===== config.mk =====
export PLATFORM = sky130hd
export DESIGN_NAME = stt_ram
export DESIGN_NICKNAME = d
export VERILOG_FILES = /design/src/design/assert_macros.svh /design/src/design/stt_ram.sv
export SDC_FILE = /design/constraint.sdc
export NUM_CORES = 1
export LEC_CHECK = 0
export BUFFER_PORTS_ARGS = -buffer_cell sky130_fd_sc_hd__buf_4
export CORE_MARGIN = 1
export CORE_UTILIZATION = 55
export DETAILED_ROUTE_END_ITERATION = 16
export PLACE_DENSITY = 0.78
export SYNTH_ARGS = -nofsm -noshare
export SYNTH_HDL_FRONTEND = slang
export SYNTH_SLANG_ARGS = --single-unit
export TNS_END_PERCENT = 20

===== constraint.sdc =====
create_clock -name clk -period 2.78 [get_ports clk]
set_input_delay 0.695 -clock clk [delete_from_list [all_inputs] [get_ports clk]]
set_output_delay 0.695 -clock clk [all_outputs]
set_load 0.1 [all_outputs]

===== src/design/assert_macros.svh =====
// Assertion macros used by the top-level design file.
`ifndef ASSERT_MACROS_SVH
`define ASSERT_MACROS_SVH

// Same-cycle implication, clocked on clk, off while rst_n is low.
`define ASSERT_IMPL(label, ante, cons, msg) \
  label: assert property (@(posedge clk) disable iff (!rst_n) (ante) |-> (cons)) \
    else $error(msg);

// Next-cycle implication, clocked on clk, off while rst_n is low.
`define ASSERT_NEXT(label, ante, cons, msg) \
  label: assert property (@(posedge clk) disable iff (!rst_n) (ante) |=> (cons)) \
    else $error(msg);

`endif


===== src/design/stt_ram.sv =====
// Generic simple dual-port RAM with registered read.
module stt_ram #(
  parameter int WIDTH = 8,
  parameter int DEPTH = 16
) (
  input  logic                     clk,
  input  logic                     we,
  input  logic [$clog2(DEPTH)-1:0] waddr,
  input  logic [WIDTH-1:0]         wdata,
  input  logic                     re,
  input  logic [$clog2(DEPTH)-1:0] raddr,
  output logic [WIDTH-1:0]         rdata
);

  logic [WIDTH-1:0] mem [DEPTH];

  always_ff @(posedge clk) begin
    if (we) begin
      mem[waddr] <= wdata;
    end
    if (re) begin
      rdata <= mem[raddr];
    end
  end

endmodule


==> metrics.log <==
[metrics] sequential share of power: approximately half
[metrics] placed cell count: 393
[metrics] count of pins on the block boundary: 27
[metrics] total routing usage reported by global routing: 22.3%
[metrics] number of warning messages in the yosys log: 0
[metrics] max_slew headroom: about half
[metrics] Worst-path clk slew: approximately 60 ps
[metrics] skew final: roughly 6.4 ps
[metrics] fraction of final layout cells sized beyond drive strength 1: between 30% and 40%
[metrics] post-layout minimum cycle time: between 1500 and 2000 ps
[metrics] CTS sink cnt: between 100 and 150
[metrics] number of setup buffers added after CTS: 0
[metrics] CP peak stage delay: around 380 ps
[metrics] endpoint class of the critical path: primary output
[metrics] GPL Wtd Cong: a little over 0.7
[metrics] crit-path max FO: 1
[metrics] nature of the critical path startpoint: flop
[metrics] Slew Viols, Final: 0
[metrics] global-route wire length before repair: about 15000 um
[metrics] net switching power of the design: about 970 uW
[metrics] Cell Count, Final, Fillers Out: 422
[metrics] share of total power in the clock network: 44.5%
[metrics] CTS tree: done
[metrics] critical path data arrival time: approximately 1200 ps
[metrics] top cells by area in the synthesized netlist: edfxtp_1, mux4_2, mux4_1
[metrics] max-cap viol count: 0
[metrics] setup repair after global routing missed its margin: no
[metrics] number of clock buffers inserted by TritonCTS: 17
[metrics] Met1 Wirelength: between 4000 and 5000 um
[metrics] Via density: 5.90
[metrics] minimum setup slack after placement: about 370 ps
[metrics] beginning of the worst register-to-register path: mem[2][2]$_DFFE_PP_
[metrics] cell area after technology mapping: around 5200 um2
[metrics] hold-fix buffer count after cts: 0
[metrics] register bit count reported by yosys: between 100 and 150
[metrics] number of H-tree branching levels: 4
[metrics] initial DRC count: 178
[metrics] Switching Share: between 20% and 30%
[metrics] static leakage power: about 2.1 nW
[metrics] number of cells traversed by the worst hold path: 1
[metrics] die height: 99.5 um
[metrics] share of total power in combinational logic: approximately 6%
[metrics] Max clock buf depth: 2
[metrics] initial core utilization: a little under three fifths
[metrics] hold-critical path endpoint: rdata[3]$_DFFE_PP_
[metrics] reg-to-reg slack, setup: approximately 1200 ps
[metrics] final number of hold-violating endpoints: 0
[metrics] clock insertion delay at the later pin of the skew report: 510 ps
[metrics] width of the die: 99.5 um
[metrics] number of distinct library cell variants in the gate-level netlist after synthesis: 18
[metrics] Congestion Overflow GR: 0
[metrics] share of the yosys chip area belonging to registers: between 70% and 80%
[metrics] Crit-path slowest cell: edfxtp_1
[metrics] Total Negative Setup Slacks: 0 ps
[metrics] maximum number of pins on one net before global-route repair: 33
[metrics] DP HPWL: between 5000 and 6000 um
[metrics] wire per inst: 23.5 um
[metrics] FMAX: between 500 and 600 MHz
[metrics] Syn Nets: 248
[metrics] core region area: between 9000 and 10000 um2
[metrics] top layer in use: met4
[metrics] via count: 2489
[metrics] area share of the leading cell type in the synthesized netlist: between 70% and 80%
[metrics] via count of the first global-routing pass: roughly 2500
[metrics] chain of cells forming the critical path: buf_4
[metrics] type of the worst min-delay path: in2reg
[metrics] most frequent cells in the layout: edfxtp_1, buf_4, mux4_2
[metrics] most frequent standard cell in the layout excluding fill and tap cells: edfxtp_1
[metrics] total met2 wirelength after detailed routing: approximately 4900 um
[metrics] antenna violations before repair: 0
[metrics] post-synthesis cell type with the largest combined area: edfxtp_1
[metrics] antenna cell count: 0
[metrics] Power, Total: ~4.7 mW
[metrics] critical path type: reg2out
[metrics] number of gates resized after cts: 0
[metrics] launch point of the worst path: rdata[5]$_DFFE_PP_
[metrics] largest voltage drop on the vdd net: roughly 0.50 mV
[metrics] Row Count: 35
[metrics] Root Buffer: clkbuf_8
[metrics] wire length on met3: ~710 um
[metrics] CP Buf/Inv Count: 1
[metrics] DRC viols: 0
[metrics] # setup viols final: 0
[metrics] total routed wirelength: between 9000 and 10000 um
[metrics] Crit path max-delay family: flip-flops
[metrics] final critical-path setup slack: slightly below 900 ps
[metrics] fill cell instance count of the final layout: 572
[metrics] synthesis-to-layout area growth: 18.7%
[metrics] Die Outline Area: roughly 9900 um2
[metrics] worst-margin pin slew: around 760 ps
[metrics] Initial DRT Pass Iterations: 5
[metrics] logic depth of the worst register-to-register path: 3
[metrics] number of nets in the final layout: approximately 300
[metrics] data required time at the worst endpoint: approximately 2100 ps
[metrics] crit share post-route: 68.3%
[metrics] Cells after Synth: around 230
[metrics] synthesized area per cell: 22.8 um2
[metrics] run status: finished clean
[metrics] total power density per cell area: 759 nW/um2
[metrics] internal power: about 3.7 mW
[metrics] Final ANT Viol Nets: 0
[metrics] Port Buffers: 26
[metrics] end of the worst register-to-register path: rdata[2]$_DFFE_PP_
[metrics] launch point of the worst hold path: re
## synthesized netlist by cell type
cell,number
nor2_1,13
nand3_1,1
a22oi_1,16
and2_1,1
mux4_1,14
nand2_1,9
or3b_2,1
edfxtp_1,136
clkdlybuf4s25_2,3
nand2b_1,2
buf_6,3
nor3_1,4
and2b_1,1
buf_2,3
buf_4,1
nor2b_1,1
nand3b_1,2
mux4_2,18
## state kept, by name, indices dropped and copies added (netlist names)
signal  cells
mem       128
rdata       8
## kinds of logic after synthesis
family,synth area share [%]
buf+inv,1.65
mux,14.8
simple gates,3.14
flops,78.1
compound gates,2.30
## power by group through the flow
stage / clock network (mW) / registers [mW] / logic [mW]
2_1_floorplan: 0 / 2.44 / 0.117
3_3_place_gp: 0 / 2.36 / 0.282
3_5_place_dp: 0 / 2.37 / 0.290
4_1_cts: 2.12 / 2.33 / 0.292
5_1_grt: 2.21 / 2.33 / 0.306
6_report: 2.09 / 2.33 / 0.289
## worst max-delay path by stage
stage / cells after the start / to / slack [ps]
floorplan: 2 / mem[0][0]$_DFFE_PP_ / 590
global placement: 5 / rdata[5]$_DFFE_PP_ / 410
detailed placement: 5 / rdata[5]$_DFFE_PP_ / 370
CTS: 1 / rdata[7] / 860
global route: 5 / rdata[2]$_DFFE_PP_ / 810
finish: 1 / rdata[5] / 880
## area by class of cell
cell class	instances	area, um2	share of cell area (%)
clock inverters	12	136	2.20
repair buffers	45	350	5.65
flip-flops and latches	136	4080	65.8
well taps	129	161	2.60
clock buffers	17	414	6.68
multi-input cells	83	1060	17.0
## per-stage QoR
stage               util, %  cell area (um2)  hold slack, ps
finish                 67.1             6200             484
global route           67.1             6200             480
CTS                    67.1             6200             474
detailed placement     61.2             5650             746
global placement       61.2             5650             728
floorplan                 -             5230             705
## layer usage
metal	track usage, %	vias up
met5	0	-
met4	8.82	0
met3	5.27	16
met2	34.3	106
met1	31.4	1282
li1	-	1085
No activity file was read; power rests on OpenSTA's default activity.
